[src/sv/owbs_pkg.sv]
// Package for the one-wire backlight serializer: shared types, register
// indexes, command codes and the level-to-raw brightness table.
// No dependencies.
`timescale 1ns / 1ps
`default_nettype none

package owbs_pkg;

    // Field widths
    localparam int DUR_W   = 13;   // long segment durations
    localparam int PUL_W   = 8;    // bit pulse durations and address byte
    localparam int RAW_W   = 5;    // raw brightness code
    localparam int LEVEL_W = 4;
    localparam int CMD_W   = 2;
    localparam int IDX_W   = 3;

    // Queue between front and back
    localparam int QUEUE_DEPTH = 4;

    // Command codes on the input channel
    localparam logic [CMD_W-1:0] CMD_TICK = 2'd0;
    localparam logic [CMD_W-1:0] CMD_SET  = 2'd1;
    localparam logic [CMD_W-1:0] CMD_OFF  = 2'd2;

    // Configuration register indexes
    localparam logic [IDX_W-1:0] REG_SHUTDOWN     = 3'd0;
    localparam logic [IDX_W-1:0] REG_OFF_HOLD     = 3'd1;
    localparam logic [IDX_W-1:0] REG_DETECT_DELAY = 3'd2;
    localparam logic [IDX_W-1:0] REG_DETECT_TIME  = 3'd3;
    localparam logic [IDX_W-1:0] REG_DETECT_WIN   = 3'd4;
    localparam logic [IDX_W-1:0] REG_SHORT        = 3'd5;
    localparam logic [IDX_W-1:0] REG_LONG         = 3'd6;
    localparam logic [IDX_W-1:0] REG_ADDRESS      = 3'd7;

    // Highest entry of the brightness table
    localparam logic [LEVEL_W-1:0] TABLE_LAST = 4'd9;

    // Classified request handed from front to back
    typedef enum logic [1:0] {
        OP_TICK,
        OP_SET,
        OP_OFF,
        OP_NOP
    } t_op_kind;

    typedef struct packed {
        t_op_kind         kind;
        logic [RAW_W-1:0] raw;
    } t_op;

    // Configuration register file
    typedef struct packed {
        logic [DUR_W-1:0] shutdown_us;
        logic [DUR_W-1:0] off_hold_us;
        logic [DUR_W-1:0] detect_delay_us;
        logic [DUR_W-1:0] detect_time_us;
        logic [DUR_W-1:0] detect_window_us;
        logic [PUL_W-1:0] short_us;
        logic [PUL_W-1:0] long_us;
        logic [PUL_W-1:0] device_address;
    } t_cfg;

    // Level to raw brightness; anything past the last entry reads the last
    function automatic logic [RAW_W-1:0] level_map(input logic [LEVEL_W-1:0] lvl);
        logic [RAW_W-1:0] raw;
        case (lvl)
            4'd0:    raw = 5'd0;
            4'd1:    raw = 5'd1;
            4'd2:    raw = 5'd4;
            4'd3:    raw = 5'd8;
            4'd4:    raw = 5'd12;
            4'd5:    raw = 5'd16;
            4'd6:    raw = 5'd20;
            4'd7:    raw = 5'd24;
            4'd8:    raw = 5'd28;
            default: raw = 5'd31;
        endcase
        return raw;
    endfunction

endpackage

`default_nettype wire

[src/sv/one_wire_backlight_serializer.sv]
// Top level of the one-wire backlight serializer: configuration registers,
// front classifier, request queue and back sequencer.
// Depends on owbs_pkg, owbs_front, owbs_queue, owbs_back.
`timescale 1ns / 1ps
`default_nettype none

// Every input request (a one-microsecond tick, a set-level or an off command)
// yields exactly one result: the wire level, busy, and whether a command was
// turned away because a sequence was still running. One request is taken
// per clock cycle in steady state while the result channel is ready; a
// request goes through the front register, the four-entry queue and the
// sequencer's result register. Each stage stalls on its own, so a held-off
// result slot only stops input once the queue has filled.
// Configuration registers are written through a plain write port and must
// only change while no request is in flight.

module one_wire_backlight_serializer #(
    parameter int PASSES    = 2,
    parameter int MAX_LEVEL = 9
) (
    input  wire                          i_clk,
    input  wire                          i_rst_n,
    // configuration
    input  wire                          i_cfg_we,
    input  wire  [owbs_pkg::IDX_W-1:0]   i_cfg_idx,
    input  wire  [owbs_pkg::DUR_W-1:0]   i_cfg_wdata,
    // request channel
    input  wire                          i_in_valid,
    output logic                         o_in_ready,
    input  wire  [owbs_pkg::CMD_W-1:0]   i_command,
    input  wire  [owbs_pkg::LEVEL_W-1:0] i_level,
    // result channel
    output logic                         o_out_valid,
    input  wire                          i_out_ready,
    output logic                         o_line,
    output logic                         o_busy_res,
    output logic                         o_rejected
);
    import owbs_pkg::*;

    t_cfg r_cfg;
    logic w_f_valid, w_f_ready;
    t_op  w_f_op;
    logic w_q_valid, w_q_ready;
    t_op  w_q_op;

    // Configuration registers
    always_ff @(posedge i_clk) begin
        if (!i_rst_n) begin
            r_cfg.shutdown_us      <= 13'd3000;
            r_cfg.off_hold_us      <= 13'd5000;
            r_cfg.detect_delay_us  <= 13'd200;
            r_cfg.detect_time_us   <= 13'd500;
            r_cfg.detect_window_us <= 13'd1000;
            r_cfg.short_us         <= 8'd10;
            r_cfg.long_us          <= 8'd50;
            r_cfg.device_address   <= 8'h72;
        end else if (i_cfg_we) begin
            unique case (i_cfg_idx)
                REG_SHUTDOWN:     r_cfg.shutdown_us      <= i_cfg_wdata;
                REG_OFF_HOLD:     r_cfg.off_hold_us      <= i_cfg_wdata;
                REG_DETECT_DELAY: r_cfg.detect_delay_us  <= i_cfg_wdata;
                REG_DETECT_TIME:  r_cfg.detect_time_us   <= i_cfg_wdata;
                REG_DETECT_WIN:   r_cfg.detect_window_us <= i_cfg_wdata;
                REG_SHORT:        r_cfg.short_us         <= i_cfg_wdata[PUL_W-1:0];
                REG_LONG:         r_cfg.long_us          <= i_cfg_wdata[PUL_W-1:0];
                REG_ADDRESS:      r_cfg.device_address   <= i_cfg_wdata[PUL_W-1:0];
                default:          r_cfg                  <= r_cfg;
            endcase
        end
    end

    // Accept and classify
    owbs_front #(
        .MAX_LEVEL (MAX_LEVEL)
    ) u_front (
        .i_clk      (i_clk),
        .i_rst_n    (i_rst_n),
        .i_in_valid (i_in_valid),
        .o_in_ready (o_in_ready),
        .i_command  (i_command),
        .i_level    (i_level),
        .o_op_valid (w_f_valid),
        .i_op_ready (w_f_ready),
        .o_op       (w_f_op)
    );

    // Decoupling queue
    owbs_queue u_queue (
        .i_clk        (i_clk),
        .i_rst_n      (i_rst_n),
        .i_push_valid (w_f_valid),
        .o_push_ready (w_f_ready),
        .i_push_op    (w_f_op),
        .o_pop_valid  (w_q_valid),
        .i_pop_ready  (w_q_ready),
        .o_pop_op     (w_q_op)
    );

    // Line sequencer and result register
    owbs_back #(
        .PASSES (PASSES)
    ) u_back (
        .i_clk       (i_clk),
        .i_rst_n     (i_rst_n),
        .i_cfg       (r_cfg),
        .i_op_valid  (w_q_valid),
        .o_op_ready  (w_q_ready),
        .i_op        (w_q_op),
        .o_out_valid (o_out_valid),
        .i_out_ready (i_out_ready),
        .o_line      (o_line),
        .o_busy_res  (o_busy_res),
        .o_rejected  (o_rejected)
    );

endmodule

`default_nettype wire

[src/sv/owbs_front.sv]
// Front stage of the one-wire backlight serializer: accepts input requests,
// clamps and maps the level, and holds one classified request for the queue.
// Depends on owbs_pkg.
`timescale 1ns / 1ps
`default_nettype none

module owbs_front #(
    parameter int MAX_LEVEL = 9
) (
    input  wire                          i_clk,
    input  wire                          i_rst_n,
    input  wire                          i_in_valid,
    output logic                         o_in_ready,
    input  wire  [owbs_pkg::CMD_W-1:0]   i_command,
    input  wire  [owbs_pkg::LEVEL_W-1:0] i_level,
    output logic                         o_op_valid,
    input  wire                          i_op_ready,
    output owbs_pkg::t_op                o_op
);
    import owbs_pkg::*;

    localparam logic [LEVEL_W-1:0] LP_MAX = LEVEL_W'(MAX_LEVEL);

    logic             r_valid;
    t_op              r_op;
    t_op              n_op;
    logic [LEVEL_W-1:0] w_lvl;
    logic             w_take;

    // Clamp to the configured maximum, then to the table end
    always_comb begin
        w_lvl = (i_level > LP_MAX) ? LP_MAX : i_level;
        if (w_lvl > TABLE_LAST) begin
            w_lvl = TABLE_LAST;
        end
    end

    // Classify the command
    always_comb begin
        n_op.raw = level_map(w_lvl);
        case (i_command)
            CMD_TICK: n_op.kind = OP_TICK;
            CMD_SET:  n_op.kind = OP_SET;
            CMD_OFF:  n_op.kind = OP_OFF;
            default:  n_op.kind = OP_NOP;
        endcase
    end

    assign o_in_ready = !r_valid || i_op_ready;
    assign w_take     = i_in_valid && o_in_ready;

    // Holding register toward the queue
    always_ff @(posedge i_clk) begin
        if (!i_rst_n) begin
            r_valid <= 1'b0;
        end else if (o_in_ready) begin
            r_valid <= i_in_valid;
        end
        if (w_take) begin
            r_op <= n_op;
        end
    end

    assign o_op_valid = r_valid;
    assign o_op       = r_op;

endmodule

`default_nettype wire

[src/sv/owbs_queue.sv]
// Short request queue between the front and back stages of the one-wire
// backlight serializer. Depends on owbs_pkg.
`timescale 1ns / 1ps
`default_nettype none

module owbs_queue (
    input  wire            i_clk,
    input  wire            i_rst_n,
    input  wire            i_push_valid,
    output logic           o_push_ready,
    input  owbs_pkg::t_op  i_push_op,
    output logic           o_pop_valid,
    input  wire            i_pop_ready,
    output owbs_pkg::t_op  o_pop_op
);
    import owbs_pkg::*;

    localparam int PTR_W = (QUEUE_DEPTH > 1) ? $clog2(QUEUE_DEPTH) : 1;
    localparam int CNT_W = $clog2(QUEUE_DEPTH + 1);
    localparam logic [CNT_W-1:0] LP_DEPTH = CNT_W'(QUEUE_DEPTH);
    localparam logic [PTR_W-1:0] LP_LAST  = PTR_W'(QUEUE_DEPTH - 1);

    t_op              r_mem [QUEUE_DEPTH];
    logic [PTR_W-1:0] r_wr_ptr;
    logic [PTR_W-1:0] r_rd_ptr;
    logic [CNT_W-1:0] r_count;
    logic             w_push;
    logic             w_pop;

    assign o_push_ready = (r_count != LP_DEPTH);
    assign o_pop_valid  = (r_count != '0);
    assign o_pop_op     = r_mem[r_rd_ptr];
    assign w_push       = i_push_valid && o_push_ready;
    assign w_pop        = o_pop_valid && i_pop_ready;

    // Storage
    always_ff @(posedge i_clk) begin
        if (w_push) begin
            r_mem[r_wr_ptr] <= i_push_op;
        end
    end

    // Pointers and fill count
    always_ff @(posedge i_clk) begin
        if (!i_rst_n) begin
            r_wr_ptr <= '0;
            r_rd_ptr <= '0;
            r_count  <= '0;
        end else begin
            if (w_push) begin
                r_wr_ptr <= (r_wr_ptr == LP_LAST) ? '0 : r_wr_ptr + 1'b1;
            end
            if (w_pop) begin
                r_rd_ptr <= (r_rd_ptr == LP_LAST) ? '0 : r_rd_ptr + 1'b1;
            end
            if (w_push && !w_pop) begin
                r_count <= r_count + 1'b1;
            end else if (w_pop && !w_push) begin
                r_count <= r_count - 1'b1;
            end
        end
    end

endmodule

`default_nettype wire

[src/sv/owbs_back.sv]
// Back stage of the one-wire backlight serializer: the line sequencer that
// runs the off hold, or shutdown, detect and the two pulse-width bytes, plus
// the result register. Depends on owbs_pkg.
`timescale 1ns / 1ps
`default_nettype none

module owbs_back #(
    parameter int PASSES = 2
) (
    input  wire            i_clk,
    input  wire            i_rst_n,
    input  owbs_pkg::t_cfg i_cfg,
    input  wire            i_op_valid,
    output logic           o_op_ready,
    input  owbs_pkg::t_op  i_op,
    output logic           o_out_valid,
    input  wire            i_out_ready,
    output logic           o_line,
    output logic           o_busy_res,
    output logic           o_rejected
);
    import owbs_pkg::*;

    localparam int PW  = (PASSES > 1) ? $clog2(PASSES) : 1;
    localparam int PW1 = PW + 1;
    localparam logic [PW:0] LP_PASSES = PW1'(PASSES);

    typedef enum logic [3:0] {
        PH_IDLE,
        PH_OFF,
        PH_SHUT,
        PH_DDELAY,
        PH_DTIME,
        PH_DWIN,
        PH_START,
        PH_BLOW,
        PH_BHIGH,
        PH_END
    } t_phase;

    t_phase           r_phase, n_phase;
    logic [DUR_W-1:0] r_rem, n_rem;
    logic [2:0]       r_bit, n_bit;
    logic             r_data, n_data;
    logic [PW-1:0]    r_pass, n_pass;
    logic [7:0]       r_shift, n_shift;
    logic [RAW_W-1:0] r_raw, n_raw;
    logic             r_line, n_line;
    logic             r_out_valid, n_out_valid;
    logic             r_busy, r_rej, n_rej;
    logic             w_pop;
    logic             w_busy;
    logic [7:0]       w_shifted;
    logic [PW:0]      w_pass_inc;
    logic [DUR_W-1:0] w_short;
    logic [DUR_W-1:0] w_long;

    assign w_pop      = i_op_valid && (!r_out_valid || i_out_ready);
    assign o_op_ready = w_pop;
    assign w_busy     = (r_phase != PH_IDLE);
    assign w_shifted  = {r_shift[6:0], 1'b0};
    assign w_pass_inc = {1'b0, r_pass} + 1'b1;
    assign w_short    = DUR_W'(i_cfg.short_us);
    assign w_long     = DUR_W'(i_cfg.long_us);

    // Next state of the sequencer for one request
    always_comb begin
        n_phase = r_phase;
        n_rem   = r_rem;
        n_bit   = r_bit;
        n_data  = r_data;
        n_pass  = r_pass;
        n_shift = r_shift;
        n_raw   = r_raw;
        n_line  = r_line;
        n_rej   = 1'b0;
        if (w_pop) begin
            case (i_op.kind)
                OP_TICK: begin
                    if (w_busy && r_rem > DUR_W'(1)) begin
                        n_rem = r_rem - 1'b1;
                    end else if (w_busy) begin
                        // segment done: move on and drive the next level
                        unique case (r_phase)
                            PH_OFF: begin
                                n_phase = PH_IDLE;
                                n_rem   = '0;
                            end
                            PH_SHUT: begin
                                n_phase = PH_DDELAY;
                                n_line  = 1'b1;
                                n_rem   = i_cfg.detect_delay_us;
                            end
                            PH_DDELAY: begin
                                n_phase = PH_DTIME;
                                n_line  = 1'b0;
                                n_rem   = i_cfg.detect_time_us;
                            end
                            PH_DTIME: begin
                                n_phase = PH_DWIN;
                                n_line  = 1'b1;
                                n_rem   = i_cfg.detect_window_us;
                            end
                            PH_DWIN: begin
                                n_data  = 1'b0;
                                n_shift = i_cfg.device_address;
                                n_bit   = '0;
                                n_phase = PH_START;
                                n_line  = 1'b1;
                                n_rem   = w_short;
                            end
                            PH_START: begin
                                n_phase = PH_BLOW;
                                n_line  = 1'b0;
                                n_rem   = r_shift[7] ? w_short : w_long;
                            end
                            PH_BLOW: begin
                                n_phase = PH_BHIGH;
                                n_line  = 1'b1;
                                n_rem   = r_shift[7] ? w_long : w_short;
                            end
                            PH_BHIGH: begin
                                n_shift = w_shifted;
                                n_line  = 1'b0;
                                if (r_bit == 3'd7) begin
                                    n_bit   = '0;
                                    n_phase = PH_END;
                                    n_rem   = w_short;
                                end else begin
                                    n_bit   = r_bit + 1'b1;
                                    n_phase = PH_BLOW;
                                    n_rem   = w_shifted[7] ? w_short : w_long;
                                end
                            end
                            PH_END: begin
                                if (!r_data) begin
                                    // address done, data byte follows
                                    n_data  = 1'b1;
                                    n_shift = 8'(r_raw);
                                    n_bit   = '0;
                                    n_phase = PH_START;
                                    n_line  = 1'b1;
                                    n_rem   = w_short;
                                end else if (w_pass_inc < LP_PASSES) begin
                                    n_data  = 1'b0;
                                    n_pass  = w_pass_inc[PW-1:0];
                                    n_phase = PH_SHUT;
                                    n_line  = 1'b0;
                                    n_rem   = i_cfg.shutdown_us;
                                end else begin
                                    n_data  = 1'b0;
                                    n_pass  = '0;
                                    n_phase = PH_IDLE;
                                    n_rem   = '0;
                                    n_line  = 1'b1;
                                end
                            end
                            default: begin
                                n_phase = PH_IDLE;
                                n_rem   = '0;
                            end
                        endcase
                    end
                end
                OP_SET: begin
                    if (w_busy) begin
                        n_rej = 1'b1;
                    end else begin
                        n_raw   = i_op.raw;
                        n_pass  = '0;
                        n_data  = 1'b0;
                        n_bit   = '0;
                        n_phase = PH_SHUT;
                        n_line  = 1'b0;
                        n_rem   = i_cfg.shutdown_us;
                    end
                end
                OP_OFF: begin
                    if (w_busy) begin
                        n_rej = 1'b1;
                    end else begin
                        n_phase = PH_OFF;
                        n_line  = 1'b0;
                        n_rem   = i_cfg.off_hold_us;
                    end
                end
                default: begin
                    n_rej = 1'b0;
                end
            endcase
        end
    end

    // Result slot: filled on every processed request, freed when taken
    always_comb begin
        if (w_pop) begin
            n_out_valid = 1'b1;
        end else if (i_out_ready) begin
            n_out_valid = 1'b0;
        end else begin
            n_out_valid = r_out_valid;
        end
    end

    // Sequencer state and registered results
    always_ff @(posedge i_clk) begin
        if (!i_rst_n) begin
            r_phase     <= PH_IDLE;
            r_rem       <= '0;
            r_bit       <= '0;
            r_data      <= 1'b0;
            r_pass      <= '0;
            r_shift     <= '0;
            r_raw       <= '0;
            r_line      <= 1'b1;
            r_out_valid <= 1'b0;
        end else begin
            r_phase     <= n_phase;
            r_rem       <= n_rem;
            r_bit       <= n_bit;
            r_data      <= n_data;
            r_pass      <= n_pass;
            r_shift     <= n_shift;
            r_raw       <= n_raw;
            r_line      <= n_line;
            r_out_valid <= n_out_valid;
        end
        if (w_pop) begin
            r_busy <= (n_phase != PH_IDLE);
            r_rej  <= n_rej;
        end
    end

    assign o_out_valid = r_out_valid;
    assign o_line      = r_line;
    assign o_busy_res  = r_busy;
    assign o_rejected  = r_rej;

endmodule

`default_nettype wire

[config.mk]
export PLATFORM = sky130hd
export DESIGN_NAME = one_wire_backlight_serializer
export DESIGN_NICKNAME = d
export VERILOG_FILES = /design/src/sv/owbs_pkg.sv /design/src/sv/one_wire_backlight_serializer.sv /design/src/sv/owbs_front.sv /design/src/sv/owbs_queue.sv /design/src/sv/owbs_back.sv
export SDC_FILE = /design/constraint.sdc
export NUM_CORES = 1
export LEC_CHECK = 0
export BUFFER_PORTS_ARGS = -buffer_cell sky130_fd_sc_hd__buf_2
export CORE_MARGIN = 8
export CORE_UTILIZATION = 60
export CTS_BUF_LIST = sky130_fd_sc_hd__clkbuf_4 sky130_fd_sc_hd__clkbuf_8
export DETAILED_ROUTE_END_ITERATION = 12
export PLACE_DENSITY_LB_ADDON = 0.12
export SETUP_SLACK_MARGIN = 0.3
export SYNTH_ARGS = -nofsm -noshare
export SYNTH_HDL_FRONTEND = slang
export SYNTH_SLANG_ARGS = --single-unit
[constraint.sdc]
create_clock -name i_clk -period 8.35 [get_ports i_clk]
set_input_delay 1.67 -clock i_clk [delete_from_list [all_inputs] [get_ports i_clk]]
set_output_delay 1.67 -clock i_clk [all_outputs]
set_load 0.02 [all_outputs]
# After elaboration in Yosys (flattened, before gate mapping)
# Memory sizes are Yosys's and may differ from the RTL's. A register that Yosys moved wholly into a read port is not among the register bits.
# Index checks and enable logic that the tools add are counted.
[totals] register_bits=138 mem_bits_rw=28 rom_bits=80 input_bits=27 output_inout_bits=5 wordCells=181 n_memories=2
[classes] n_addsub=7 n_lt_le_gt_ge=4 eq_ne=36 mux=63 bitwise_logic=2 n_reduce_logical=43
[memory_table] memory="(no name shown)" words=16 word_bits=5 read_ports=1 rd_clocked_by_memory_dff=1 wr=0 line_no="owbs_pkg.sv:66" source="case (lvl)"
[memory_table] memory="u_queue.r_mem" words=4 word_bits=7 read_ports=1 rd_clocked_by_memory_dff=1 wr=1 line_no="owbs_queue.sv:23" source="t_op r_mem [QUEUE_DEPTH];"
[op_table] operator="$pmux W13 S8" count=1
[op_table] operator="$mux W13" count=7
[op_table] operator="$pmux W13 S3" count=1
[op_table] operator="$mux W4" count=9
[op_table] operator="$mux W8" count=4
[op_table] operator="$pmux W4 S8" count=1
[op_table] operator="$pmux W8 S3" count=1
[op_table] operator="$mux W3" count=7
[op_table] operator="$mux W1" count=18
[op_table] operator="$reduce_and A6 Y1" count=3
[op_table] operator="$eq A4 B3 Y1 const B" count=4
[op_table] operator="$reduce_and A2 Y1" count=8
[op_table] operator="$eq A3 B3 Y1 const B" count=5
[op_table] operator="$reduce_and A7 Y1" count=2
[op_table] operator="$gt A13 B1 Y1 const B" count=1
[op_table] operator="$sub A13 B1 Y13 const B" count=1
[op_table] operator="$pmux W4 S3" count=1
[op_table] operator="$mux W2" count=5
[op_table] operator="$ne A2 B2 Y1 const B" count=5
[op_table] operator="$pmux W3 S3" count=1
[op_table] operator="$reduce_bool A3 Y1" count=3
[op_table] operator="$eq A2 B2 Y1 const B" count=4
[op_table] operator="$eq A4 B2 Y1 const B" count=2
[op_table] operator="$eq A4 B4 Y1 const B" count=2
[op_table] operator="31 further kinds" count=59

# Longest topological paths before layout
[logic_depth] word_depth=10 depth_mapped=11 mapped_depth_nobuf=9

# By module
# From an unflattened synthesis, not the netlist that was laid out.
[unflattened] hier_cells=866 area_unflattened_um2=8713.4
[modules_own_cells] module="one_wire_backlight_serializer" n_inst=1 cells_each=329 area_per_inst_um2=3467.1 seq_area_each_um2=1781.7
[modules_own_cells] module="owbs_back" n_inst=1 cells_each=426 area_per_inst_um2=3425.8 seq_area_each_um2=800.8
[modules_own_cells] module="owbs_queue" n_inst=1 cells_each=88 area_per_inst_um2=1492.7 seq_area_each_um2=1021.0
[modules_own_cells] module="owbs_front" n_inst=1 cells_each=23 area_per_inst_um2=327.8 seq_area_each_um2=230.2

# Worst setup path after synthesis
# Ideal clock, no wire load.
[synth_path] path_type="input to register" start="in i_out_ready" end="reg u_queue.r_count[2]" setup_time_ns=0.076 arrival_ns=3.456 required_time_ns=8.274 setup_slack_ns=4.818 cell_stages=9 n_path_buf=1 cell_sequence="nor2b_1 > or2_2 > clkbuf_1 > ha_1 > inv_1 > fa_1 > xor2_1 > or3_1 > a21boi_0"
[synth_via] elab_chain_len=6 elab_cells_between_ends=8 classes_between="1 x mux; 7 x reduce/logical"
[synth_lines] element="start: declaration" line_no="one_wire_backlight_serializer.sv:34" source="input wire i_out_ready,"
[synth_lines] element="$logic_or A1 B1 Y1 *" line_no="owbs_back.sv:58" source="assign w_pop = i_op_valid && (!r_out_valid || i_out_ready);"
[synth_lines] element="$logic_and A1 B1 Y1 *" line_no="owbs_back.sv:58"
[synth_lines] element="$logic_and A1 B1 Y1 *" line_no="owbs_queue.sv:34" source="assign w_pop = o_pop_valid && i_pop_ready;"
[synth_lines] element="$logic_not A1 Y1" line_no="owbs_queue.sv:56" source="if (w_push && !w_pop) begin"
[synth_lines] element="$logic_and A1 B1 Y1" line_no="owbs_queue.sv:56"
[synth_lines] element="$mux W3 or $reduce_bool A2 Y1 (tied branches)"
[synth_lines] element="end signal: assignment" line_no="owbs_queue.sv:57" source="r_count <= r_count + 1'b1;"
[synth_lines] element="end signal: assignment" line_no="owbs_queue.sv:59" source="r_count <= r_count - 1'b1;"
[synth_lines] element="end: declaration" line_no="owbs_queue.sv:26" source="logic [CNT_W-1:0] r_count;"
# Mark *: on every way between the ends. The rest lies on a longest branch, timed or not.
# A chain may end at the register's enable or synchronous reset.

==> run summary <==
DRT Wirelength - 21.5 mm
HPWL after DPL - 15.2 mm
Cell Rows - 43
Hold WC Path Type - register to register
WL per Instance - 19.0 um
P_leak - 3.37 nW
number of global-route vias before repair - 6,620
Clock Latency Late Sink - 0.46 ns
ys flop type - dfxtp_1
Layout Skew - 0.00843 ns
DRC - 0
Seq/Total Area, Yosys - 45.3%
Max Cap Violations - 0
initial antenna violation count - 0
Setup CP Type - register to register
VDD IR max - 0.176 mV
Mapped Nets - 999
via/cell ratio - 6.18
worst-margin pin slew - 1.10 ns
setup TNS - 0 ns
Period minus WS final - 3.44 ns
Core Footprint - 13,800 um2
commonest non-fill, non-tap cell in the layout - nand2_1
Final setup viols - 0
Yosys reg bits - 173
combined area of the multi-input logic cells - 4270 um2
CTS Buf Count - 17
Die Span X - 135 um
CP max FO - 22
Starting Density - 61.2%
met2 GRT Util - 34.7%
CTS sink count - 173
combinational power share - 40.1%
arrival time at the worst endpoint - 3.82 ns
PostCTS Resize Cnt - 0
via count - 6,999
Avg Cell Area, Syn - 8.88 um2
Slew headroom - 26.3%
share of cells above drive strength 1 - 10.5%
H-Tree Level Count - 4
mapped cell area - 8460 um2
clock root buffer master - clkbuf_8
Yosys cell types - 73
part of the power in registers - 38.6%
Total GRT Usage - 24.2%
Placer Congestion - 0.893
Critical Path RT - 8.72 ns
CP Capture Type - register
Post-synth ARST share - 0%
Antenna diodes - 0
first-pass GRT wire length - 35.0 mm
Post-DRT Antenna Nets - 0
CTS clk-pin slew, worst paths - 0.09 ns
number of buffers added on ports - 31
Sw Share - 39.6%
remaining global-route overflow - 0
internal power - 1.63 mW
Total Die Area - 18,100 um2
CTS tree - done
synthesis-to-layout area growth - 6.29%
routing usage on met1 - 35.5%
FF/Latch Area - 3830 um2
number of synthesized flops with an enable pin - 37
DR iter-0 viols - 630
largest net degree at the start of global routing - 128
DIE HEIGHT - 135 um
Syn Inst Count - 952
Core Util, Final - 65.0%
Worst Setup Start Kind - register
outcome - finished clean
P_sw - 1.07 mW
met3 usage - 4.79%
gr busiest metal - met1
# IOs - 32
Final Cycle Share - 41.2%
Max Transition Viols Final - 0
postcts setup bufs - 0
Max Clock Freq - 290 MHz
PD cells - 300 nW/um2
drt pass-1 iters - 8
Final Hold Fails - 0
Layout Nets - 987
commonest cells after routing, fill and taps aside - 238 x nand2_1, 136 x dfxtp_1, 59 x a21boi_0
fillers - 1,150
Clk pwr share - 21.3%
yosys warns - 0
RSZ-0062 raised after global routing - false
CTS Hold Bufs - 0
Max Root-Sink Buffers - 2
flip-flops by register name, indices dropped and copies added (netlist names), 3 cells and up, named ones only:
| signal | cells |
|---|---|
| r_cfg | 89 |
| u_queue.r_mem | 28 |
| u_back.r_rem | 13 |
| u_back.r_shift | 8 |
| u_front.o_op | 7 |
| u_back.r_raw | 5 |
| u_back.r_phase | 4 |
| u_back.r_bit | 3 |
| u_queue.r_count | 3 |
area by class of cell:
cell class / count / area share [%]
multi-input combinational: 692 / 47.5
timing repair buffer: 38 / 2.31
clock buffer: 18 / 2.69
sequential: 173 / 42.7
inverter: 18 / 0.752
clock inverter: 14 / 1.60
tap: 180 / 2.51
per-stage QoR:
stage	power (mW)	instances	area, um2	setup WS, ns	hold WS (ns)
2_1_floorplan	1.87	952	8460	4.82	0.435
3_3_place_gp	2.09	1100	8590	4.27	0.444
3_5_place_dp	2.12	1100	8590	4.11	0.460
4_1_cts	2.69	1132	8980	4.43	0.472
5_1_grt	2.87	1133	8990	4.60	0.489
6_report	2.70	1133	8990	4.91	0.472
cells by family after synthesis:
| family | share of synthesized area (%) |
|---|---|
| DFF | 45.3 |
| and+or+nand+nor | 23.1 |
| adders and majority gates | 3.05 |
| muxes | 5.84 |
| xor gates and xnor gates | 1.24 |
| AOI/OAI and AO/OA | 17.1 |
| buffers and inverters | 4.26 |
synthesized netlist by cell type, drive strengths merged (3+ instances only):
cell type  number  area share, %
nand3b          4           0.36
mux2i          28            3.3
o31ai           4           0.36
clkbuf         56            2.5
o21ai          23            1.4
a2111oi         3           0.31
buf            13           0.95
nand4           3           0.22
nand2         238             11
a31oi           5           0.37
a22o           14            1.5
xor2            8           0.83
nand2b          7           0.52
dfxtp         136             32
nor2           30            1.4
a221oi          3           0.31
and2           12           0.89
a21boi         60            5.3
a222oi          7           0.83
nor3           17            1.0
a21oi          31            1.8
mux2            5           0.67
nand3          49            2.9
mux4            7            1.9
or2             4           0.30
nor4            7            1.1
o21a            3           0.27
xnor2           4           0.41
nor2b          32            2.4
or4             5           0.44
a22oi          18            1.6
inv            18           0.80
edfxtp         37             13
ha             19            2.8
path summary, 6_finish.rpt:
| path | to | cells past startpoint | from | slack (ns) |
|---|---|---|---|---|
| worst max-delay path | u_back.r_rem[12]$_SDFFE_PN0P_ | 8 | register | 4.91 |
| worst min-delay path | r_cfg[45]$_SDFFE_PN1P_ | 2 | r_cfg[45]$_SDFFE_PN1P_ | 0.47 |
| worst max register to register | u_back.r_rem[12]$_SDFFE_PN0P_ | 8 | register | 4.91 |
| worst min register to register | r_cfg[45]$_SDFFE_PN1P_ | 2 | r_cfg[45]$_SDFFE_PN1P_ | 0.47 |
power groups by stage:
stage / Clock, mW / Combinational (mW) / Sequential (mW)
2_1_floorplan: 0 / 0.839 / 1.03
3_3_place_gp: 0 / 1.04 / 1.05
3_5_place_dp: 0 / 1.06 / 1.06
4_1_cts: 0.580 / 1.07 / 1.04
5_1_grt: 0.612 / 1.20 / 1.06
6_report: 0.574 / 1.08 / 1.04
metal layers:
metal / wire length, um / part of all wire [%] / up-vias
li1: - / - / 3315
met1: 9850 / 46 / 3369
met2: 9470 / 44 / 280
met3: 1840 / 8.5 / 35
met4: 363 / 1.7 / 0
met5: 0 / 0 / -
critical path: stages, from the launching register on:
cell and delay, ns:
dfxtp_1 0.64, mux4_2 0.62, inv_1 0.10, ha_1 0.75, nor3_1 0.15, o21ai_0 0.49
and2_1 0.42, nand2_1 0.10, o31ai_1 0.07
Note: power is estimated with default switching activity, not from simulation.
